### config.mk
export PLATFORM = sky130hd
export DESIGN_NAME = pds_hout_flat
export DESIGN_NICKNAME = d
export VERILOG_FILES = /design/src/rtl/pds_pkg.sv /design/src/rtl/pds_out_if.sv /design/src/rtl/pds_hout.sv /design/src/flat_wrapper.sv
export SDC_FILE = /design/constraint.sdc
export NUM_CORES = 2
export LEC_CHECK = 0
export BUFFER_PORTS_ARGS = -buffer_cell sky130_fd_sc_hd__buf_2
export CAP_MARGIN = 25
export CORE_MARGIN = 3
export CORE_UTILIZATION = 50
export DETAILED_ROUTE_END_ITERATION = 8
export GPL_ROUTABILITY_DRIVEN = 1
export GPL_TIMING_DRIVEN = 0
export PLACE_DENSITY = 0.75
export SETUP_SLACK_MARGIN = 0.5
export SYNTH_ARGS = -nofsm -noshare
export SYNTH_HDL_FRONTEND = slang
export SYNTH_SLANG_ARGS = --single-unit
### constraint.sdc
create_clock -name clk_i -period 8.75 [get_ports clk_i]
set_clock_uncertainty 0.05 [all_clocks]
set_input_delay 1.75 -clock clk_i [delete_from_list [all_inputs] [get_ports clk_i]]
set_output_delay 1.75 -clock clk_i [all_outputs]
set_load 0.1 [all_outputs]
### src/rtl/pds_pkg.sv
`timescale 1ns / 1ps

package pds_pkg;

  // Pixel and sum widths
  localparam int PIX_W      = 16;
  localparam int VSUM_W     = PIX_W + 3;   // vertical sum, weights total 8
  localparam int WGT_W      = 4;           // a merged tap weight, 0..8
  localparam int HSUM_W     = VSUM_W + WGT_W;
  localparam int RND_SHIFT  = 6;           // total gain is 64
  localparam int RND_HALF   = 32;

  // Geometry
  localparam int ROW_W         = 16;
  localparam int DEF_MAX_WIDTH = 2048;
  localparam int RESET_WIDTH   = 2048;
  localparam int RESET_HEIGHT  = 1;

  // Configuration port
  localparam int CFG_IDX_W   = 1;
  localparam int CFG_DATA_W  = 16;
  localparam int CFG_WIDTH_W = 12;

  // Results one pixel can finish
  localparam int RES_MAX = 4;

  typedef enum logic [CFG_IDX_W-1:0] {
    REG_WIDTH  = 1'b0,
    REG_HEIGHT = 1'b1
  } cfg_reg_e;

  typedef logic [WGT_W-1:0]       wgt_t;
  // Weight per window position; entry 0 belongs to the current column.
  typedef logic [3:0][WGT_W-1:0]  hwgt_t;

  // Update of one row buffer (one per output row parity)
  typedef struct packed {
    logic en;
    logic first;
    wgt_t wv;
  } vslot_t;

  // An output row that may finish on the current input row
  typedef struct packed {
    logic fin;
    logic last;
  } orow_t;

  // An output column that may finish on the current input column
  typedef struct packed {
    logic  ok;
    logic  row_end;
    hwgt_t hw;
  } ocol_t;

  // Horizontal pass control for one input pixel
  typedef struct packed {
    orow_t [1:0] orow;
    logic        par0;   // row buffer parity of the first output row
    ocol_t [1:0] ocol;
  } hctrl_t;

  typedef struct packed {
    logic [PIX_W-1:0] pix;
    logic             row_end;
    logic             frame_end;
  } res_t;

endpackage

### src/rtl/pds_out_if.sv
`timescale 1ns / 1ps

interface pds_out_if
  import pds_pkg::*;
();

  logic             valid;
  logic             ready;
  logic [PIX_W-1:0] pixel_out;
  logic             row_end;
  logic             frame_end;
  logic             run_last;

  modport source (
    output valid, output pixel_out, output row_end, output frame_end, output run_last,
    input ready
  );
  modport sink (
    input valid, input pixel_out, input row_end, input frame_end, input run_last,
    output ready
  );

endinterface

### src/rtl/pds_hout.sv
`timescale 1ns / 1ps

// Horizontal pass and result buffer. Keeps a four-column window of the
// finished vertical sums per row parity, applies the column weights and
// holds up to four results of one pixel, handed out one per cycle on res_o.ready.
module pds_hout
  import pds_pkg::*;
(
  input  logic                   clk_i,
  input  logic                   rst_ni,
  input  logic                   load_i,
  input  logic [1:0]             upd_en_i,
  input  logic [1:0][VSUM_W-1:0] sum_i,
  input  hctrl_t                 hctrl_i,
  output logic                   advance_o,
  pds_out_if.source              res_o
);

  logic [VSUM_W-1:0]  win_q [2][4];
  logic               st2_valid_q;
  hctrl_t             st2_q;
  logic [RES_MAX-1:0] pack_valid;
  res_t [RES_MAX-1:0] pack;
  logic [RES_MAX-1:0] g_valid_q;
  res_t [RES_MAX-1:0] g_q;
  logic               out_acc;

  // The pipeline moves when the result buffer is empty or gives its last entry.
  assign advance_o = !g_valid_q[0] || (!g_valid_q[1] && res_o.ready);
  assign out_acc   = res_o.valid && res_o.ready;

  // Sample windows, newest column in position 0.
  always_ff @(posedge clk_i or negedge rst_ni) begin
    if (!rst_ni) begin
      for (int p = 0; p < 2; p++) begin
        for (int k = 0; k < 4; k++) begin
          win_q[p][k] <= '0;
        end
      end
    end else if (advance_o && load_i) begin
      for (int p = 0; p < 2; p++) begin
        if (upd_en_i[p]) begin
          win_q[p][0] <= sum_i[p];
          for (int k = 1; k < 4; k++) begin
            win_q[p][k] <= win_q[p][k-1];
          end
        end
      end
    end
  end

  always_ff @(posedge clk_i or negedge rst_ni) begin
    if (!rst_ni) begin
      st2_valid_q <= 1'b0;
    end else if (advance_o) begin
      st2_valid_q <= load_i;
    end
  end

  always_ff @(posedge clk_i) begin
    if (advance_o && load_i) begin
      st2_q <= hctrl_i;
    end
  end

  // Filter every finished output pixel and pack them by row, then column.
  always_comb begin
    logic [HSUM_W-1:0] acc;
    logic [HSUM_W-1:0] rnd;
    logic              slot;
    logic              cvalid;
    logic [2:0]        cnt;
    pack_valid = '0;
    pack       = '0;
    cnt        = '0;
    for (int d = 0; d < 2; d++) begin
      for (int e = 0; e < 2; e++) begin
        slot = (d == 0) ? st2_q.par0 : !st2_q.par0;
        acc  = '0;
        for (int k = 0; k < 4; k++) begin
          acc = acc + HSUM_W'(st2_q.ocol[e].hw[k]) * HSUM_W'(win_q[slot][k]);
        end
        rnd    = acc + HSUM_W'(RND_HALF);
        cvalid = st2_valid_q && st2_q.orow[d].fin && st2_q.ocol[e].ok;
        if (cvalid) begin
          pack_valid[cnt[1:0]]    = 1'b1;
          pack[cnt[1:0]].pix      = rnd[PIX_W+RND_SHIFT-1:RND_SHIFT];
          pack[cnt[1:0]].row_end  = st2_q.ocol[e].row_end;
          pack[cnt[1:0]].frame_end = st2_q.ocol[e].row_end && st2_q.orow[d].last;
          cnt = cnt + 3'd1;
        end
      end
    end
  end

  // Result buffer: loads a whole group, shifts down by one per transaction.
  always_ff @(posedge clk_i or negedge rst_ni) begin
    if (!rst_ni) begin
      g_valid_q <= '0;
    end else if (advance_o) begin
      g_valid_q <= pack_valid;
    end else if (out_acc) begin
      g_valid_q <= {1'b0, g_valid_q[RES_MAX-1:1]};
    end
  end

  always_ff @(posedge clk_i) begin
    if (advance_o) begin
      g_q <= pack;
    end else if (out_acc) begin
      for (int k = 0; k < RES_MAX - 1; k++) begin
        g_q[k] <= g_q[k+1];
      end
    end
  end

  assign res_o.valid     = g_valid_q[0];
  assign res_o.pixel_out = g_q[0].pix;
  assign res_o.row_end   = g_q[0].row_end;
  assign res_o.frame_end = g_q[0].frame_end;
  assign res_o.run_last  = !g_valid_q[1];

`ifndef ASSERT_OFF
  a_group_packed: assert property (@(posedge clk_i) disable iff (!rst_ni)
    (g_valid_q == 4'b0000) || (g_valid_q == 4'b0001) || (g_valid_q == 4'b0011) ||
    (g_valid_q == 4'b0111) || (g_valid_q == 4'b1111))
    else $error("result buffer entries are not packed from the head");

  a_frame_end_row: assert property (@(posedge clk_i) disable iff (!rst_ni)
    (res_o.valid && res_o.frame_end) |-> res_o.row_end)
    else $error("frame end without row end");
`endif

endmodule

### src/flat_wrapper.sv
// flat-port wrapper written by rule: the top's interface ports become plain ports
module pds_hout_flat import pds_pkg::*;
  (clk_i, rst_ni, load_i, upd_en_i, sum_i, hctrl_i, advance_o, res_o_valid, res_o_pixel_out, res_o_row_end, res_o_frame_end, res_o_run_last, res_o_ready);
  pds_out_if res_o_i ();
  input  logic clk_i;
  input  logic rst_ni;
  input  logic load_i;
  input  logic [1:0] upd_en_i;
  input  logic [1:0][VSUM_W-1:0] sum_i;
  input  hctrl_t hctrl_i;
  output logic advance_o;
  output wire logic [$bits(res_o_i.valid)-1:0] res_o_valid;
  output wire logic [$bits(res_o_i.pixel_out)-1:0] res_o_pixel_out;
  output wire logic [$bits(res_o_i.row_end)-1:0] res_o_row_end;
  output wire logic [$bits(res_o_i.frame_end)-1:0] res_o_frame_end;
  output wire logic [$bits(res_o_i.run_last)-1:0] res_o_run_last;
  input wire logic [$bits(res_o_i.ready)-1:0] res_o_ready;
  assign res_o_valid = res_o_i.valid;
  assign res_o_pixel_out = res_o_i.pixel_out;
  assign res_o_row_end = res_o_i.row_end;
  assign res_o_frame_end = res_o_i.frame_end;
  assign res_o_run_last = res_o_i.run_last;
  assign res_o_i.ready = res_o_ready;
  pds_hout u_core (.clk_i(clk_i), .rst_ni(rst_ni), .load_i(load_i), .upd_en_i(upd_en_i), .sum_i(sum_i), .hctrl_i(hctrl_i), .advance_o(advance_o), .res_o(res_o_i));
endmodule
; ---- After elaboration in Yosys (flattened, before gate mapping)
; Index checks and enable logic that the tools add are counted.
[op_classes]
mul = 16
n_reduce_logical = 23
addsub = 18
order_cmp = 8
mux = 54
bitwise_logic = 5
[ops]
columns = op, count
row1 = bitwise mux 72 bit, 9
row2 = two-way mux 76 bit, 6
row3 = multiplier 4 x 19 -> 22 bit, 16
row4 = demux 18 bit (select 2 bit), 9
row5 = adder 22 bit, 12
row6 = two-way mux 72 bit, 3
row7 = two-way mux 54 bit, 2
row8 = adder 22 x 6 -> 22 bit (second input constant), 4
row9 = two-way mux 18 bit, 4
row10 = two-way mux 4 bit, 5
row11 = logical AND 1 bit, 16
row12 = two-way mux 2 bit, 5
row13 = two-way mux 1 bit, 8
row14 = OR 4 bit, 2
row15 = demux 1 bit (select 2 bit), 3
row16 = less-than comparator 2 x 3 -> 1 bit (second input constant), 2
row17 = >= comparator 2 x 1 -> 1 bit (second input constant), 2
row18 = >= comparator 2 bit (second input constant), 2
row19 = inverter 1 -> 2 bit, 2
row20 = OR 1 x 4 -> 4 bit, 1
row21 = AND reduction 2 bit, 2
row22 = zero test 1 bit, 3
row23 = less-than comparator 1 x 3 -> 1 bit (second input constant), 1
row24 = adder 1 x 1 -> 2 bit (second input constant), 1
row25 = other kinds (4), 4
[totals]
register_bits = 270
inputBits = 85
output_inout_bits = 21

; ---- Longest topological paths before layout
[logic_depth]
ltp_word = 23
mapped_depth = 27
mapped_depth_nobuf = 23

; ---- Least setup slack after synthesis
; No wires, ideal clock.
[synth_timing]
path_kind = register to register
start = register u_core.st2_q[36] in the netlist's numbering
end = register u_core.g_q (netlist bit u_core.res_o.pixel_out[15]) (data pin)
setup_ns = 0.268
path_slack_ns = 1.252
n_path_buf = 4
required_ns = 8.432
arrival_ns = 7.179
path_stages_with_launch = 27
cell_sequence = edfxtp_1 > buf_6 > buf_2 > clkbuf_1 > clkbuf_1 > mux2i_1 > nor2b_1 > fa_1 > inv_1 > fa_1 > fa_1 > inv_1 > fa_1 > fa_1 > inv_1 > fa_1 > inv_1 > ha_1 > o21a_1 > o21ai_0 > a31oi_4 > or3_4 > a221o_1 > a211oi_2 > xnor2_1 > a32oi_1 > o31ai_1
[synth_between]
elab_chain_len = 23
elab_cells_between_ends = 55
cone_classes = add/sub (16) / mul (16) / mux (20) / bitwise (2) / reduce/logical (1)
[synth_lines]
columns = element, line_no
row1 = start: declaration, pds_hout.sv:21  ; hctrl_t st2_q;
row2 = start signal: assignment, pds_hout.sv:62  ; st2_q <= hctrl_i;
row3 = inverter 1 -> 2 bit (implied by the code), pds_hout.sv:81  ; acc = acc + HSUM_W'(st2_q.ocol[e].hw[k]) * HSUM_W'(win_q[slot][k]);
row4 = two-way mux 76 bit (implied by the code) (3 in a row), pds_hout.sv:81
row5 = multiplier 4 x 19 -> 22 bit, pds_hout.sv:81
row6 = adder 22 bit (3 in a row), pds_hout.sv:81
row7 = adder 22 x 6 -> 22 bit, pds_hout.sv:83  ; rnd = acc + HSUM_W'(RND_HALF);
row8 = two-way mux 18 bit, pds_hout.sv:85  ; if (cvalid) begin
row9 = bitwise mux 72 bit, pds_hout.sv:87  ; pack[cnt[1:0]].pix = rnd[PIX_W+RND_SHIFT-1:RND_SHIFT];
row10 = bitwise mux 72 bit, pds_hout.sv:88  ; pack[cnt[1:0]].row_end = st2_q.ocol[e].row_end;
row11 = [... 3 more ...], --
row12 = bitwise mux 72 bit, pds_hout.sv:88
row13 = bitwise mux 72 bit, pds_hout.sv:89  ; pack[cnt[1:0]].frame_end = st2_q.ocol[e].row_end && st2_q.orow[d].last;
row14 = two-way mux 72 bit, pds_hout.sv:85
row15 = bitwise mux 72 bit, pds_hout.sv:87
row16 = bitwise mux 72 bit, pds_hout.sv:88
row17 = bitwise mux 72 bit, pds_hout.sv:89
row18 = two-way mux 72 bit (*), pds_hout.sv:85
row19 = two-way mux 54 bit (*), pds_hout.sv:108  ; if (advance_o) begin
row20 = end signal: assignment, pds_hout.sv:109  ; g_q <= pack;
row21 = end signal: indexed assignment, pds_hout.sv:112  ; g_q[k] <= g_q[k+1];
row22 = end: declaration, pds_hout.sv:25  ; res_t [RES_MAX-1:0] g_q;
; Every way passes the cells marked *; elsewhere a longest branch is shown, timed or not. The select of a mux whose other input is x is not followed.
; A chain may end at the register's enable or synchronous reset.

; ---- Final worst setup path
[layout_timing]
start = register u_core.st2_q[36] in the netlist's numbering
end = register u_core.g_q (netlist bit u_core.res_o.pixel_out[14]) (data pin)
; Same word-level chain as after synthesis.

==> impl_metrics.tcl <==
set metrics [dict create \
    synth_area_leaders "fa_1 (41%), inv_1 (8.7%), dfrtp_1 (8.1%), edfxtp_1 (7.0%), mux2_2 (6.5%)" \
    core_area_um2 95580 \
    syn_to_final_growth_pct 9.119 \
    hold_depth 2 \
    ctsHoldBuffers 0 \
    setup_tns_ns 0 \
    async_flop_share_pct 58.15 \
    clk_path_buf_depth 3 \
    ctsHtreeMaxLevel 2 \
    grt_start_max_net_pins 91 \
    crit_end "u_core.res_o.pixel_out[14]" \
    route.detailed.drc 0 \
    wl_per_cell_um 26.41 \
    ant_nets 0 \
    grt_pass1_wl_mm 255.7 \
    synth_seq_cells 270 \
    hpwlAfterDp_mm 140.1 \
    num_rows 113 \
    drive_gt1_share_pct 11.46 \
    clk_pin_slew_worst_paths_ns 0.06 \
    fin_crit_ns 8.121 \
    layout.area.seq_um2 7322 \
    yosysMostFrequentCell "inv_1" \
    worst_slew_pin_slew_ns 1.214 \
    hp-class "register to register" \
    ys.flop_type "dfrtp_1" \
    cts_buffers 34 \
    routed_wl_mm 171.7 \
    grt_antenna_before_repair 12 \
    max_cap_viol_count 0 \
    relSlewSlack_pct 19.10 \
    die-area_um2 100800 \
    cts.sinks 270 \
    r2r_start "u_core.st2_q[36]" \
    clock_latency_ns 0.59 \
    crit_start "u_core.st2_q[36]" \
    io_pins 106 \
    r2r_slack_ns 0.63 \
    yosysSeqAreaShare_pct 15.09 \
    rsz0062_at_grt "true" \
    startpoint_type "register" \
    maxSlewViolCount 0 \
    tritoncts "built" \
    multiInputGateArea_um2 36490 \
    final-setup-viol-count 0 \
    grt_use_total_pct 34.42 \
    viasPerCell 5.762 \
    critical_path_required_ns 9.02 \
    fp.dieH_um 317.5 \
    dr.pass1.iters 5 \
    die_x_um 317.5 \
    worstPathArrival_ns 8.39 \
    grt_pass1_vias 40050 \
    place.gp.congestion 1.025 \
    drt-initial-drc-count 3718 \
    period_share_pct 92.82 \
    grt_overflow_total 0 \
    synth_edf_count 113 \
    ys_warn_count 0 \
    n_fill_cell 8491 \
    syn-cell-area_um2 48530 \
    r2r_cells 25 \
    avgSynthCellArea_um2 9.696 \
    synth_top_area_cell "fa_1" \
    endpoint_kind "register" \
    status "finished clean" \
    fin_nets 6514 \
    synth_top_area_share_pct 40.96 \
    rr_endpoint "u_core.res_o.pixel_out[14]" \
    setup.worst_path.class "register to register" \
    hold_viol 0 \
    ys_types 66 \
    fmax_mhz 123.1 \
    path_max_fanout 10 \
    synth_fp_nets 6319 \
    portBuffers 105 \
    synth_common_cells "inv_1 (1128), fa_1 (993), nand2_1 (813)" \
    via_count 37450 \
    synth_cells 5005 \
    clockRootBuffer "clkbuf_16" \
    initial_core_util_pct 50.78 \
]
==> cells in the final DEF, fill, tap and decap left out, drive strengths merged, types with 8 or more instances in the layout <==
| cell | netlist | final |
|---|---|---|
| a31oi | 13 | 13 |
| nor3 | 11 | 11 |
| xnor2 | 96 | 96 |
| nand3 | 19 | 19 |
| o221ai | 15 | 15 |
| edfxtp | 113 | 113 |
| and2 | 291 | 291 |
| xor2 | 24 | 24 |
| nand2b | 60 | 60 |
| diode | 0 | 9 |
| and3 | 8 | 8 |
| nor2 | 66 | 66 |
| inv | 1128 | 1133 |
| nand2 | 813 | 813 |
| mux2 | 279 | 279 |
| fa | 993 | 993 |
| o21a | 15 | 15 |
| dfrtp | 157 | 157 |
| ha | 236 | 236 |
| nor2b | 152 | 152 |
| o22ai | 19 | 19 |
| o21ai | 61 | 61 |
| buf | 35 | 189 |
| a221oi | 16 | 16 |
| o31ai | 9 | 9 |
| nand4 | 10 | 10 |
| a22o | 8 | 8 |
| a211oi | 9 | 9 |
| a21o | 18 | 18 |
| a21oi | 80 | 80 |
| mux2i | 25 | 25 |
| clkbuf | 172 | 221 |
==> flip-flops by register name, summed over array words and instances, names as in the netlist <==
name and count:
u_core.g_q 54, u_core.g_valid_q 4, u_core.res_o.frame_end 1, u_core.res_o.pixel_out 16
u_core.res_o.row_end 1, u_core.st2_q 41, u_core.st2_valid_q 1, u_core.win_q 152
==> cell type report <==
type | count | share of cell area, %
Multi-Input combinational cell | 3400 | 68.91
Sequential cell | 270 | 13.83
Inverter | 1128 | 7.995
Tap cell | 1265 | 2.989
Timing Repair Buffer | 159 | 2.339
Clock buffer | 47 | 1.793
Buffer | 207 | 1.763
Clock inverter | 14 | 0.3426
Antenna cell | 9 | 0.04253
==> cells by family (layout without fill, tap and decap cells) <==
family          after synthesis  count (layout)  share of synthesized area, %
mux                         304             304                         7.041
buf+inv                    1335            1555                         10.49
other cells                   0               9                             0
compound gates              298             298                         4.040
fa+ha+maj                  1229            1229                         47.05
simple gates               1449            1449                         14.13
flops                       270             270                         15.09
xor+xnor                    120             120                         2.166
==> worst min-delay path by stage <==
stage,slack (ns),from,endpoint
3_5_place_dp,0.46,u_core.g_valid_q[1],u_core.g_valid_q[1]
4_1_cts,0.47,u_core.g_valid_q[1],u_core.g_valid_q[1]
3_3_place_gp,0.42,u_core.g_valid_q[2],u_core.g_valid_q[2]
6_report,0.46,u_core.g_valid_q[2],u_core.g_valid_q[2]
5_1_grt,0.48,u_core.g_valid_q[1],u_core.g_valid_q[1]
2_1_floorplan,0.40,u_core.g_valid_q[2],u_core.g_valid_q[2]
==> routing by layer <==
layer | vias up | GRT usage, % | wire length (µm)
li1 | 15380 | - | -
met1 | 18940 | 42.63 | 61100
met2 | 2485 | 51.19 | 73930
met3 | 630 | 11.36 | 22520
met4 | 10 | 23.64 | 14050
met5 | - | 0 | 69
==> stage by stage <==
step	utilization, %	hold slack (ns)	setup WS [ns]	cells	cell area, µm²
after floorplan	-	0.4007	1.252	5005	48530
after global placement	52.98	0.4237	-0.9823	6375	50640
after detailed placement	53.54	0.4580	-0.8184	6414	51170
after CTS	54.93	0.4710	0.4315	6475	52500
after global routing	55.38	0.4841	0.4798	6490	52930
final	55.41	0.4603	0.6285	6499	52960
==> what timing repair did <==
| item | 4_1_cts | 5_1_grt |
|---|---|---|
| endpoints found under the setup margin | 61 | 43 |
| gates resized for setup | 43 | 69 |
| buffers inserted | 0 | 5 |
| pin swaps | 0 | 4 |
==> worst max-delay path, cell delays in order, from the launching register on <==
cell,delay (ns)
edfxtp_1,0.34
buf_6,0.18
clkbuf_4,0.24
clkbuf_4,0.25
clkbuf_4,0.31
mux2_2,0.49
and2_1,0.22
fa_1,0.55
fa_1,0.44
fa_1,0.57
fa_1,0.46
fa_1,0.49
inv_1,0.05
fa_1,0.48
inv_1,0.05
ha_1,0.35
a21oi_1,0.24
nand2_1,0.15
a31oi_1,0.31
o211ai_2,0.23
a31oi_2,0.42
nor3_1,0.14
a311oi_4,0.32
buf_12,0.18
nand2_1,0.06
a31o_2,0.26
Power is left out: the tool's default activity adds up to more than one toggle a clock period on the data nets, which glitch-free logic cannot reach.
